## config.mk

```make
export PLATFORM = sky130hd
export DESIGN_NAME = utc_date_to_epoch_seconds
export DESIGN_NICKNAME = d
export VERILOG_FILES = /design/src/rtl/core/utd_pkg.sv /design/src/rtl/core/utd_front.sv /design/src/rtl/core/utd_queue.sv /design/src/rtl/core/utd_back.sv /design/src/rtl/core/utc_date_to_epoch_seconds.sv
export SDC_FILE = /design/constraint.sdc
export NUM_CORES = 1
export LEC_CHECK = 0
export ABC_AREA = 1
export ABC_CLOCK_PERIOD_IN_PS = 22700
export BUFFER_PORTS_ARGS = -buffer_cell sky130_fd_sc_hd__buf_2
export CAP_MARGIN = 20
export CORE_MARGIN = 2
export CORE_UTILIZATION = 65
export CTS_CLUSTER_DIAMETER = 60
export DETAILED_ROUTE_END_ITERATION = 8
export PLACE_DENSITY = 0.83
export SYNTH_ARGS = -nofsm -noshare
export SYNTH_HDL_FRONTEND = slang
export SYNTH_SLANG_ARGS = --single-unit
```

## constraint.sdc

```tcl
create_clock -name clk -period 22.7 [get_ports clk]
set_clock_uncertainty 0.15 [all_clocks]
set_input_delay 2.27 -clock clk [delete_from_list [all_inputs] [get_ports clk]]
set_output_delay 2.27 -clock clk [all_outputs]
set_load 0.02 [all_outputs]
```

## src/rtl/core/utd_pkg.sv

```systemverilog
// shared types and constants for the utc date to epoch seconds converter
// no dependencies
`timescale 1ns / 1ps
`default_nettype none

package utd_pkg;

  // year field limits, in years since 1900
  localparam logic signed [14:0] YEAR_MAX = 15'sd10000;
  localparam logic signed [14:0] YEAR_MIN = -15'sd10000;

  // year - 1 + 1900 + 8400 keeps the shifted year count non-negative
  localparam logic signed [15:0] YEAR_BIAS  = 16'sd10299;
  // shifted count of the year before the epoch year
  localparam logic signed [15:0] EPOCH_BIAS = 16'sd10369;
  // leap days counted at the epoch plus the bias term of the shifted count
  localparam logic signed [15:0] LEAP_BIAS  = 16'sd2514;

  // reciprocal of 100, scaled by 2^19, exact for counts below 20300
  localparam logic [12:0] RECIP_100 = 13'd5243;
  localparam int          RECIP_SH  = 19;

  localparam int DAYS_W = 24;
  localparam int SECS_W = 40;
  localparam int HMS_W  = 17;

  localparam logic [3:0] MON_FEB = 4'd1;

  typedef struct packed {
    logic        err;
    logic [14:0] n;       // shifted count of the year before
    logic [7:0]  q0;      // n / 100
    logic [3:0]  mon;
    logic [4:0]  mday;
    logic [4:0]  hr;
    logic [5:0]  mins;
    logic [5:0]  sec;
  } utd_item_t;

  // cumulative days before each month, months past december read as december
  function automatic logic [8:0] days_before(input logic [3:0] m);
    logic [8:0] d;
    unique case (m)
      4'd0:    d = 9'd0;
      4'd1:    d = 9'd31;
      4'd2:    d = 9'd59;
      4'd3:    d = 9'd90;
      4'd4:    d = 9'd120;
      4'd5:    d = 9'd151;
      4'd6:    d = 9'd181;
      4'd7:    d = 9'd212;
      4'd8:    d = 9'd243;
      4'd9:    d = 9'd273;
      4'd10:   d = 9'd304;
      default: d = 9'd334;
    endcase
    return d;
  endfunction

endpackage

`default_nettype wire

```

## src/rtl/core/utd_front.sv

```systemverilog
// front end: takes input beats, checks the year range, divides the shifted year count by 100
// depends on utd_pkg
`timescale 1ns / 1ps
`default_nettype none

module utd_front
  import utd_pkg::*;
(
  input  wire logic              clk,
  input  wire logic              rst,
  input  wire logic              in_valid,
  output logic                   in_stall,
  input  wire logic [5:0]        second,
  input  wire logic [5:0]        minute,
  input  wire logic [4:0]        hour,
  input  wire logic [4:0]        day_of_month,
  input  wire logic [3:0]        month,
  input  wire logic signed [14:0] years_since_1900,
  output logic                   f_valid,
  input  wire logic              f_stall,
  output utd_item_t              f_item
);

  logic             load;
  logic signed [15:0] n_wide;
  logic [27:0]      prod;
  utd_item_t        item_next;

  assign in_stall = f_valid && f_stall;
  assign load     = !in_stall;

  always_comb begin
    n_wide             = 16'(years_since_1900) + YEAR_BIAS;
    prod               = 28'(n_wide[14:0]) * 28'(RECIP_100);
    item_next.err      = (years_since_1900 > YEAR_MAX) || (years_since_1900 < YEAR_MIN);
    item_next.n        = n_wide[14:0];
    item_next.q0       = prod[RECIP_SH +: 8];
    item_next.mon      = month;
    item_next.mday     = day_of_month;
    item_next.hr       = hour;
    item_next.mins     = minute;
    item_next.sec      = second;
  end

  always_ff @(posedge clk) begin
    if (rst) begin
      f_valid <= 1'b0;
    end else if (load) begin
      f_valid <= in_valid;
    end
  end

  always_ff @(posedge clk) begin
    if (load && in_valid) begin
      f_item <= item_next;
    end
  end

endmodule

`default_nettype wire

```

## src/rtl/core/utd_queue.sv

```systemverilog
// two-entry queue between front and back ends
// depends on utd_pkg
`timescale 1ns / 1ps
`default_nettype none

module utd_queue
  import utd_pkg::*;
(
  input  wire logic clk,
  input  wire logic rst,
  input  wire logic push_valid,
  output logic      push_stall,
  input  wire utd_item_t push_item,
  output logic      pop_valid,
  input  wire logic pop_stall,
  output utd_item_t pop_item
);

  utd_item_t  mem [2];
  logic       wr_ptr;
  logic       rd_ptr;
  logic [1:0] count;
  logic       push;
  logic       pop;

  assign push_stall = (count == 2'd2);
  assign pop_valid  = (count != 2'd0);
  assign push       = push_valid && !push_stall;
  assign pop        = pop_valid && !pop_stall;
  assign pop_item   = mem[rd_ptr];

  always_ff @(posedge clk) begin
    if (rst) begin
      wr_ptr <= 1'b0;
      rd_ptr <= 1'b0;
      count  <= 2'd0;
    end else begin
      if (push) wr_ptr <= !wr_ptr;
      if (pop)  rd_ptr <= !rd_ptr;
      if (push && !pop) begin
        count <= count + 2'd1;
      end else if (pop && !push) begin
        count <= count - 2'd1;
      end
    end
  end

  always_ff @(posedge clk) begin
    if (push) begin
      mem[wr_ptr] <= push_item;
    end
  end

endmodule

`default_nettype wire

```

## src/rtl/core/utd_back.sv

```systemverilog
// back end: day count, then seconds, into the output register
// depends on utd_pkg
`timescale 1ns / 1ps
`default_nettype none

module utd_back
  import utd_pkg::*;
(
  input  wire logic                     clk,
  input  wire logic                     rst,
  input  wire logic                     q_valid,
  output logic                          q_stall,
  input  wire utd_item_t                q_item,
  output logic                          out_valid,
  input  wire logic                     out_stall,
  output logic signed [SECS_W-1:0]      epoch_seconds,
  output logic                          out_of_range
);

  // day stage
  logic                     a_valid;
  logic                     a_err;
  logic signed [DAYS_W-1:0] a_days;
  logic [HMS_W-1:0]         a_hms;

  logic                     move;
  logic                     a_load;
  logic [14:0]              y1;
  logic [14:0]              r0;
  logic                     leap;
  logic signed [15:0]       yd;
  logic signed [15:0]       ld;
  logic signed [DAYS_W-1:0] days;
  logic [HMS_W-1:0]         hms;
  logic signed [SECS_W-1:0] secs;

  assign move    = !out_valid || !out_stall;
  assign a_load  = !a_valid || move;
  assign q_stall = !a_load;

  always_comb begin
    y1   = q_item.n + 15'd1;
    r0   = q_item.n - (15'(q_item.q0) * 15'd100);
    // divisible by 4, and not a century unless a multiple of 400
    leap = (y1[1:0] == 2'd0) && ((r0 != 15'd99) || (q_item.q0[1:0] == 2'd3));
    yd   = $signed({1'b0, q_item.n}) - EPOCH_BIAS;
    ld   = $signed(16'(q_item.n[14:2])) - $signed(16'(q_item.q0))
         + $signed(16'(q_item.q0[7:2])) - LEAP_BIAS;
    days = DAYS_W'(yd) * DAYS_W'(365) + DAYS_W'(ld)
         + $signed(DAYS_W'(q_item.mday)) - DAYS_W'(1)
         + $signed(DAYS_W'(days_before(q_item.mon)))
         + $signed(DAYS_W'((q_item.mon > MON_FEB) && leap));
    hms  = HMS_W'(q_item.hr) * HMS_W'(3600) + HMS_W'(q_item.mins) * HMS_W'(60)
         + HMS_W'(q_item.sec);
    secs = SECS_W'(a_days) * SECS_W'(86400) + $signed(SECS_W'(a_hms));
  end

  always_ff @(posedge clk) begin
    if (rst) begin
      a_valid   <= 1'b0;
      out_valid <= 1'b0;
    end else begin
      if (a_load) a_valid   <= q_valid;
      if (move)   out_valid <= a_valid;
    end
  end

  always_ff @(posedge clk) begin
    if (a_load && q_valid) begin
      a_err  <= q_item.err;
      a_days <= days;
      a_hms  <= hms;
    end
    if (move && a_valid) begin
      out_of_range  <= a_err;
      epoch_seconds <= a_err ? '1 : secs;
    end
  end

endmodule

`default_nettype wire

```

## src/rtl/core/utc_date_to_epoch_seconds.sv

```systemverilog
// top level of the utc date to epoch seconds converter
// depends on utd_pkg, utd_front, utd_queue, utd_back
//
// usage
//   input channel: in_valid / in_stall, one broken-down utc date per beat
//   (second, minute, hour, day_of_month, month 0..11, years_since_1900)
//   output channel: out_valid / out_stall, one beat per input beat carrying
//   epoch_seconds (signed seconds since 1970-01-01) and out_of_range
//   a year beyond +/-10000 from 1900 gives out_of_range = 1, epoch_seconds = -1
//   throughput: one beat per cycle, sustained with no stall on the output
//   an accepted beat passes the front register, the queue, the day stage and
//   the output register before out_valid; the front multiply by the
//   reciprocal of 100 and the back multiply by 86400 each take a stage of
//   their own
//   the two-entry queue lets the front keep taking beats while the back waits
//   output stall holds the output register and backs up through the day stage
//   and the queue to in_stall; no beat is dropped or repeated
//   reset (rst, synchronous) empties every stage; no clearing pass is needed
`timescale 1ns / 1ps
`default_nettype none

module utc_date_to_epoch_seconds
  import utd_pkg::*;
(
  input  wire logic                 clk,
  input  wire logic                 rst,
  input  wire logic                 in_valid,
  output logic                      in_stall,
  input  wire logic [5:0]           second,
  input  wire logic [5:0]           minute,
  input  wire logic [4:0]           hour,
  input  wire logic [4:0]           day_of_month,
  input  wire logic [3:0]           month,
  input  wire logic signed [14:0]   years_since_1900,
  output logic                      out_valid,
  input  wire logic                 out_stall,
  output logic signed [SECS_W-1:0]  epoch_seconds,
  output logic                      out_of_range
);

  // front to queue
  logic      f_valid;
  logic      f_stall;
  utd_item_t f_item;

  // queue to back
  logic      q_valid;
  logic      q_stall;
  utd_item_t q_item;

  utd_front u_front (
    .clk              (clk),
    .rst              (rst),
    .in_valid         (in_valid),
    .in_stall         (in_stall),
    .second           (second),
    .minute           (minute),
    .hour             (hour),
    .day_of_month     (day_of_month),
    .month            (month),
    .years_since_1900 (years_since_1900),
    .f_valid          (f_valid),
    .f_stall          (f_stall),
    .f_item           (f_item)
  );

  utd_queue u_queue (
    .clk        (clk),
    .rst        (rst),
    .push_valid (f_valid),
    .push_stall (f_stall),
    .push_item  (f_item),
    .pop_valid  (q_valid),
    .pop_stall  (q_stall),
    .pop_item   (q_item)
  );

  utd_back u_back (
    .clk           (clk),
    .rst           (rst),
    .q_valid       (q_valid),
    .q_stall       (q_stall),
    .q_item        (q_item),
    .out_valid     (out_valid),
    .out_stall     (out_stall),
    .epoch_seconds (epoch_seconds),
    .out_of_range  (out_of_range)
  );

`ifndef ASSERT_OFF
  // an error beat always carries all ones
  a_err_value : assert property (@(posedge clk) disable iff (rst)
    out_valid && out_of_range |-> (&epoch_seconds))
    else $error("out_of_range beat without -1 result");

  // an accepted input beat lands in the front register
  a_front_load : assert property (@(posedge clk) disable iff (rst)
    in_valid && !in_stall |=> f_valid)
    else $error("accepted beat lost at front");

  // a front beat blocked by a full queue is still there next cycle
  a_front_hold : assert property (@(posedge clk) disable iff (rst)
    f_valid && f_stall |=> f_valid && $stable(f_item))
    else $error("front beat changed while queue full");
`endif

endmodule

`default_nettype wire

```

==> impl_metrics.yaml, run 1 <==
outcome:
  status: "completed"
yosys:
  synth-edff-count: 233
  ys_ff_latch: 241
  synth_top_flop_cell: "edfxtp_1"
  async_flop_share: 0
  syn_nets: 3784
  yosys_warnings: 0
  synth_top_area_frac: 0.255
  netlist_instances: 3041
  synth_top_area_cell: "edfxtp_1"
  avgSynthCellArea_um2: 9.03
  synth.distinct_cells: 60
  synthTopCellsByArea: "edfxtp_1, ha_1, fa_1"
  yosysMostFrequentCell: "inv_1"
  synthesis.area_um2: 27500
  synth_common_cells: "inv_1, nand2_1, ha_1"
  ys_seq_area_frac: 0.261
layout:
  layout.nets: 3893
  multi_input_area_um2: 17500
  seqCellArea_um2: 7160
  fillers: 3077
  drive_above_1_share: 0.0687
  n_antenna_cell: 0
  syn_to_final_growth_pct: 7.59
drt:
  routed_wirelength_um: 60000
  drtAntennaViolNets: 0
  wire_per_inst_um: 16.2
  drt-pass1-iter-count: 6
  drc: 0
  vias: 20200
  detail_route.iter0.violations: 1121
  vias_per_cell: 5.44
grt:
  grt_pass1_wl_um: 99400
  grt_max_degree: 56
  overflow: 0
  antenna_found_initial: 0
  first_global_vias: 20900
  track_usage: 0.279
clock_network:
  clk_path_buf_depth: 3
  htreeDepth: 1
  clk_pin_slew_worst_paths_ns: 0.06
  cts.sinks: 241
  cts_resized: 0
  cts_tree: "done"
  cts.hold.buffers_added: 0
  root_buffer: "clkbuf_16"
  cts_buffers: 27
  clkLatencyLatePin_ns: 0.57
  post-cts-setup-buffer-count: 0
setup_path:
  path_max_fanout: 45
  crit_path_max_incr_delay_ns: 0.61
  r2r.worst_path.cells: 43
  cp-end-kind: "flop"
  arrival_ns: 10.07
  cp_common_cell: "ha_1"
  required_ns: 22.87
  cp_top_family: "adder cells"
  crit_buf_inv: 6
  path_class: "flop to flop"
  path_depth: 43
  cp_slowest_cell: "fa_1"
  cp-start-kind: "flop"
timing:
  tightest_slew_ns: 1.03
  finalHoldViolations: 0
  final-max-slew-violation-count: 0
  max_slew_margin: 0.312
  period_share: 0.436
  rsz0062_at_grt: "false"
  fin_crit_ns: 9.90
  fmaxAchievable_mhz: 101
  setup-violations-final: 0
  fin_tns_setup_ns: 0
place:
  dpl.hpwl_um: 49700
  io_buffers: 87
  globalplace.congestion: 0.928
floorplan:
  rows: 75
  num_io_pins: 88
  dieHeight_um: 210
  die_area_um2: 43900
  initial_core_util: 0.656
  dieWidth_um: 210
  fp.coreArea_um2: 41900
min_path:
  hold-path-cell-count: 0
  min_path_type: "flop to flop"
flow_run:
  maxCapViolCount: 0
-- sequential cells by signal, indices dropped and copies added, names as in the netlist, named ones only --
name and count:
u_back.a_days 24, u_back.a_err 1, u_back.a_hms 17, u_back.a_valid 1, u_back.epoch_seconds 40, u_back.out_of_range 1, u_back.out_valid 1, u_front.f_item 50
u_front.f_valid 1, u_queue.count 2, u_queue.mem 100, u_queue.rd_ptr 1, u_queue.wr_ptr 1
-- worst reg2reg max path, delay by kind of cell (launching register included) --
kind                     cells  cell delay [ns]
AO/OA/AOI/OAI               11             2.13
XOR/XNOR                     2             0.31
adder cells (fa/ha/maj)     12             4.30
buffers and inverters        6             1.00
flip-flops                   1             0.33
AND/OR/NAND/NOR             12             1.43
-- cell families after synthesis --
logic type | Yosys count | share of synthesized area
buffers and inverters | 752 | 0.104
flip-flops | 241 | 0.261
XOR/XNOR | 129 | 0.0421
multiplexers | 1 | 0.000365
AND/OR/NAND/NOR | 931 | 0.145
adder cells (fa/ha/maj) | 698 | 0.388
AO/OA/AOI/OAI | 289 | 0.0601
-- routing by layer --
layer	part of all wire	wire length, um	global-route usage	vias to the layer above
met5	0	0	0	-
met4	0.020	1210	0.0646	0
met3	0.036	2150	0.0201	89
met2	0.53	31700	0.532	448
met1	0.42	25000	0.346	9775
li1	-	-	-	9858
-- final timing paths --
kind / start / to / slack [ns]
worst max-delay path: flop / u_back.a_days[18] / 12.80
worst min-delay path: u_front.f_item[21] / u_queue.mem[0][21] / 0.30
worst max register to register: flop / u_back.a_days[18] / 12.80
worst min register to register: u_front.f_item[21] / u_queue.mem[0][21] / 0.30
-- placed cells by master (no fill, tap or decap), drive strengths merged, types with 2 or more instances in the layout --
| cell type | count |
|---|---|
| o21bai | 13 |
| ha | 442 |
| inv | 738 |
| and2 | 2 |
| nor2 | 154 |
| a21o | 10 |
| or2 | 35 |
| nand2 | 563 |
| nor3 | 20 |
| clkinv | 11 |
| a21oi | 140 |
| o21a | 9 |
| xnor2 | 43 |
| bufinv | 5 |
| buf | 94 |
| nand3 | 114 |
| o22ai | 2 |
| nand3b | 10 |
| a31oi | 9 |
| fa | 256 |
| clkbuf | 33 |
| a21boi | 4 |
| a211oi | 2 |
| nor4 | 2 |
| nand4 | 29 |
| o21ai | 90 |
| edfxtp | 233 |
| o211ai | 3 |
| xor2 | 86 |
| dfxtp | 8 |
-- cell type report --
class                           count  area share
Multi-Input combinational cell   2048       0.591
Sequential cell                   241       0.242
Inverter                          738      0.0938
Clock buffer                       33      0.0236
Tap cell                          539      0.0228
Timing Repair Buffer               94      0.0174
Clock inverter                     17     0.00868
-- per-stage QoR --
| stage | instances | hold WS [ns] | area, um2 | util | worst slack [ns] |
|---|---|---|---|---|---|
| CTS | 3707 | 0.297 | 29500 | 0.705 | 12.85 |
| detailed placement | 3657 | 0.280 | 28500 | 0.682 | 12.93 |
| finish | 3710 | 0.296 | 29500 | 0.706 | 12.80 |
| global route | 3710 | 0.311 | 29500 | 0.706 | 12.12 |
| global placement | 3657 | 0.272 | 28500 | 0.682 | 13.17 |
| floorplan | 3041 | 0.271 | 27500 | - | 13.95 |
Power of run 1 is left out: the tool's default activity adds up to more than one toggle a clock period on the data nets, which glitch-free logic cannot reach.
==> inputs of run 2 (changes only) <==
- ABC_CLOCK_PERIOD_IN_PS: 22700 -> 8290
- CORE_UTILIZATION: 65 -> 59
- PLACE_DENSITY: 0.83 -> 0.79
- clock period: 22.7 -> 8.29 ns (I/O delays scaled with it)
==> run 2 against run 1 <==
Effect of this change:
- the flow now finishes with violations (setup timing)
- register-to-register slack got worse by 13 ns
- critical path depth increased by 1
- sequential cell count unchanged
- core utilization decreased by 5.1 points
==> impl_metrics.yaml, run 2 (synthesis gave the netlist of run 1 again) <==
floorplan:
  dieWidth_um: 220
  rows: 79
  initial_core_util: 0.593
  num_io_pins: 88
  dieHeight_um: 220
  die_area_um2: 48300
  fp.coreArea_um2: 46300
min_path:
  hold_path.startpoint: "u_front.f_item[1]"
  min_path_type: "flop to flop"
  hold_end: "u_queue.mem[1][1]"
  hold-path-cell-count: 0
timing:
  final-max-slew-violation-count: 0
  fmaxAchievable_mhz: 119
  finalHoldViolations: 0
  period_share: 1.02
  max_slew_margin: 0.466
  finalWorstSetupSlack_ns: -0.125
  rsz0062_at_grt: "true"
  fin_crit_ns: 8.41
  tightest_slew_ns: 0.793
  setup-violations-final: 5
setup_path:
  critPathLaunch: "u_queue.mem[1][28]"
  cp-start-kind: "flop"
  cp_slowest_cell: "fa_1"
  path_max_fanout: 3
  crit_path_max_incr_delay_ns: 0.56
  arrival_ns: 8.58
  cp-end-kind: "flop"
  r2r_start: "u_queue.mem[1][28]"
  required_ns: 8.45
  reg2reg_to: "u_back.a_days[21]"
  r2r.worst_path.cells: 44
  path_class: "flop to flop"
  r2r_slack_ns: -0.12
clock_network:
  clk_path_buf_depth: 3
  htreeDepth: 1
  root_buffer: "clkbuf_16"
  cts_buffers: 25
  cts.sinks: 241
  cts_tree: "done"
  clk_pin_slew_worst_paths_ns: 0.07
  cts.hold.buffers_added: 0
  clkLatencyLatePin_ns: 0.56
drt:
  vias_per_cell: 5.32
  detail_route.iter0.violations: 1246
  wire_per_inst_um: 16.0
  vias: 20400
  drtAntennaViolNets: 0
  drt-pass1-iter-count: 7
  drc: 0
  routed_wirelength_um: 61200
place:
  placed_area_um2: 29000
  place_inst: 3765
  place_ws_ns: -0.460
  globalplace.congestion: 0.916
  dpl.hpwl_um: 50500
  io_buffers: 87
outcome:
  status: "finished, violations left"
  violations: "setup timing"
grt:
  grt_pass1_wl_um: 100000
  track_usage: 0.259
  antenna_found_initial: 0
  grt_max_degree: 51
  overflow: 0
  first_global_vias: 20900
layout:
  fillers: 3627
  final_cell_mix: "inv_1, nand2_1, ha_1"
  final_common_cell: "inv_1"
  syn_to_final_growth_pct: 10.3
  drive_above_1_share: 0.105
  largestRegisters: "u_queue.mem x100, u_front.f_item x50, u_back.epoch_seconds x40"
  final_cell_area_um2: 30300
  n_antenna_cell: 0
  regMostFlops: "u_queue.mem"
  largest_reg_flops: 100
  layoutNonFillerInstCount: 3826
  layout.nets: 3943
flow_run:
  maxCapViolCount: 0
-- run 2: worst max path at each step --
stage                              endpoint  cells past startpoint  slack [ns]
after CTS                 u_back.a_days[16]                     47       0.004
after detailed placement  u_back.a_days[21]                     47       -0.46
after floorplan           u_back.a_days[21]                     47        0.02
after global routing      u_back.a_days[21]                     44       -0.43
after global placement    u_back.a_days[21]                     47       -0.23
final                     u_back.a_days[21]                     44       -0.12
-- run 2: layout make-up --
class,instances,area [um2],share of cell area
clock buffers,35,693,0.0229
multi-input cells,2048,17900,0.590
well taps,607,759,0.0251
clock inverters,11,119,0.00392
inverters,738,2780,0.0916
repair buffers,146,915,0.0302
flip-flops and latches,241,7160,0.236
-- run 2: worst max-delay path, delay by kind of cell (launching register included) --
family | cells | cell delay [ns]
adder cells (fa/ha/maj) | 12 | 4.03
AND/OR/NAND/NOR | 15 | 1.59
AO/OA/AOI/OAI | 11 | 1.53
flip-flops | 1 | 0.39
XOR/XNOR | 2 | 0.24
buffers and inverters | 4 | 0.21
-- run 2: through the flow --
stage	TNS, ns	utilization	hold slack (ns)
2_1_floorplan	0	-	0.271
5_1_grt	-3.50	0.655	0.291
3_5_place_dp	-3.37	0.627	0.281
3_3_place_gp	-0.836	0.627	0.274
4_1_cts	0	0.647	0.281
6_report	-0.345	0.655	0.291
-- run 2: per-layer routing --
metal / vias up / GRT usage / share of wire / wire length (um)
met4: 0 / 0.0691 / 0.027 / 1680
met5: - / 0 / 0 / 0
met1: 9780 / 0.322 / 0.42 / 25800
li1: 9954 / - / - / -
met2: 510 / 0.481 / 0.51 / 31300
met3: 112 / 0.0239 / 0.039 / 2380
-- run 2: repair_timing --
action	in CTS	in global routing
gates resized for setup	26	54
pin swaps	24	47
endpoints found under the setup margin	15	17
setup buffers	5	8
Power of run 2 is left out for the same reason.
==> inputs of run 3 (changes only) <==
- CORE_MARGIN: 2 -> unset
==> run 3 against run 2 <==
Effect of this change:
- the run still ends with setup timing left
- routed wire length up 1.4%
- register-to-register slack better by 0.03 ns
- die area down 1.8%
- cell area up 1.4%
- critical path depth up 2
- sequential share of layout area down 0.32 points
- sequential cell count unchanged
- setup slack better by 0.032 ns
- final cell count up 0.21%
- critical endpoint is now u_back.a_days[16]
- highest routed layer unchanged
==> impl_metrics.yaml, run 3 (synthesis gave the netlist of run 1 again) <==
place:
  dpl.hpwl_um: 50100
  globalplace.congestion: 0.928
  placed_area_um2: 29000
  io_buffers: 87
grt:
  overflow: 0
  first_global_vias: 21200
  grt_pass1_wl_um: 101000
  antenna_found_initial: 0
  track_usage: 0.264
  grt_max_degree: 51
floorplan:
  dieHeight_um: 218
  initial_core_util: 0.601
  dieWidth_um: 218
  fp.coreArea_um2: 45700
  num_io_pins: 88
  die_area_um2: 47400
  rows: 78
layout:
  drive_above_1_share: 0.118
  largestRegisters: "u_queue.mem x100, u_front.f_item x50, u_back.epoch_seconds x40"
  final_cell_area_um2: 30700
  layout.nets: 3957
  fillers: 3445
  n_antenna_cell: 0
  regMostFlops: "u_queue.mem"
  final_cell_mix: "inv_1, nand2_1, ha_1"
  fin_util: 0.672
  final_common_cell: "inv_1"
  syn_to_final_growth_pct: 11.8
  largest_reg_flops: 100
setup_path:
  required_ns: 8.46
  path_max_fanout: 3
  cp-end-kind: "flop"
  r2r_start: "u_queue.mem[1][28]"
  crit_path_max_incr_delay_ns: 0.58
  reg2reg_to: "u_back.a_days[16]"
  cp_top_family: "adder cells"
  cp-start-kind: "flop"
  cp_slowest_cell: "fa_1"
  crit_buf_inv: 5
  r2r_slack_ns: -0.09
  r2r.worst_path.cells: 46
  arrival_ns: 8.55
  path_class: "flop to flop"
  cp_common_cell: "ha_4"
drt:
  drc: 0
  drt-pass1-iter-count: 6
  detail_route.iter0.violations: 1349
  routed_wirelength_um: 62100
  vias_per_cell: 5.35
  vias: 20500
  drtAntennaViolNets: 0
  wire_per_inst_um: 16.2
min_path:
  hold_end: "u_front.f_item[12]"
  hold-path-cell-count: 1
  min_path_type: "input port to flop"
  hold_path.startpoint: "hour[0]"
clock_network:
  cts_buffers: 27
  clk_pin_slew_worst_paths_ns: 0.06
  htreeDepth: 1
  clk_path_buf_depth: 3
  root_buffer: "clkbuf_16"
  cts_tree: "done"
  cts.sinks: 241
  clkLatencyLatePin_ns: 0.57
flow_run:
  maxCapViolCount: 0
timing:
  setup-violations-final: 6
  final-max-slew-violation-count: 0
  finalHoldViolations: 0
  fin_crit_ns: 8.38
  rsz0062_at_grt: "true"
  fmaxAchievable_mhz: 119
  tightest_slew_ns: 0.879
  period_share: 1.01
  fin_tns_setup_ns: -0.319
  max_slew_margin: 0.412
  finalWorstSetupSlack_ns: -0.0928
outcome:
  status: "finished, violations left"
  violations: "setup timing"
[run 3: changes by cell type in the layout (fill, tap and decap cells not counted), moves of 3 or more]
cell	previous run	this run
ha_2	2	5
a21oi_2	13	20
nor2_1	138	132
o21ai_0	67	64
xnor2_2	0	3
ha_1	429	422
xnor2_1	43	40
ha_4	11	15
nor2_2	10	14
clkbuf_1	7	2
bufinv_16	1	8
a21oi_1	123	118
buf_4	54	67
[run 3: area by class of cell]
class | count | area [um2] | share of cell area
clock inverters | 19 | 335 | 0.0109
flip-flops and latches | 241 | 7160 | 0.233
inverters | 738 | 2770 | 0.0903
well taps | 600 | 751 | 0.0245
multi-input cells | 2048 | 18000 | 0.586
clock buffers | 30 | 697 | 0.0227
repair buffers | 158 | 1000 | 0.0326
[run 3: timing repair]
item | CTS | global route
resized for setup | 34 | 73
endpoints found under the setup margin | 16 | 17
pin swaps | 29 | 47
hold buffers | 0 | 0
buffers inserted | 15 | 8
[run 3: per-layer routing]
layer / up-vias / routed length [um] / track usage / part of all wire
li1: 9995 / - / - / -
met4: 0 / 2140 / 0.0925 / 0.034
met3: 136 / 2580 / 0.0293 / 0.042
met5: - / 0 / 0 / 0
met2: 522 / 31700 / 0.478 / 0.51
met1: 9843 / 25600 / 0.325 / 0.41
[run 3: worst max-delay path by stage]
stage | start | endpoint | slack, ns | cells after the start
2_1_floorplan | flop | u_back.a_days[21] | 0.02 | 47
5_1_grt | flop | u_back.a_days[21] | -0.43 | 47
4_1_cts | flop | u_back.a_days[21] | 0.001 | 44
6_report | u_queue.mem[1][28] | u_back.a_days[16] | -0.09 | 46
3_5_place_dp | u_queue.mem[1][29] | u_back.a_days[21] | -0.37 | 44
3_3_place_gp | u_queue.mem[1][28] | u_back.a_days[21] | -0.19 | 46
[run 3: through the flow]
stage	setup slack, ns	instances	hold WS, ns
floorplan	0.0176	3041	0.271
global placement	-0.185	3763	0.273
detailed placement	-0.367	3763	0.281
CTS	0.00149	3827	0.269
global route	-0.433	3834	0.266
finish	-0.0928	3834	0.285
Power of run 3 is left out for the same reason.
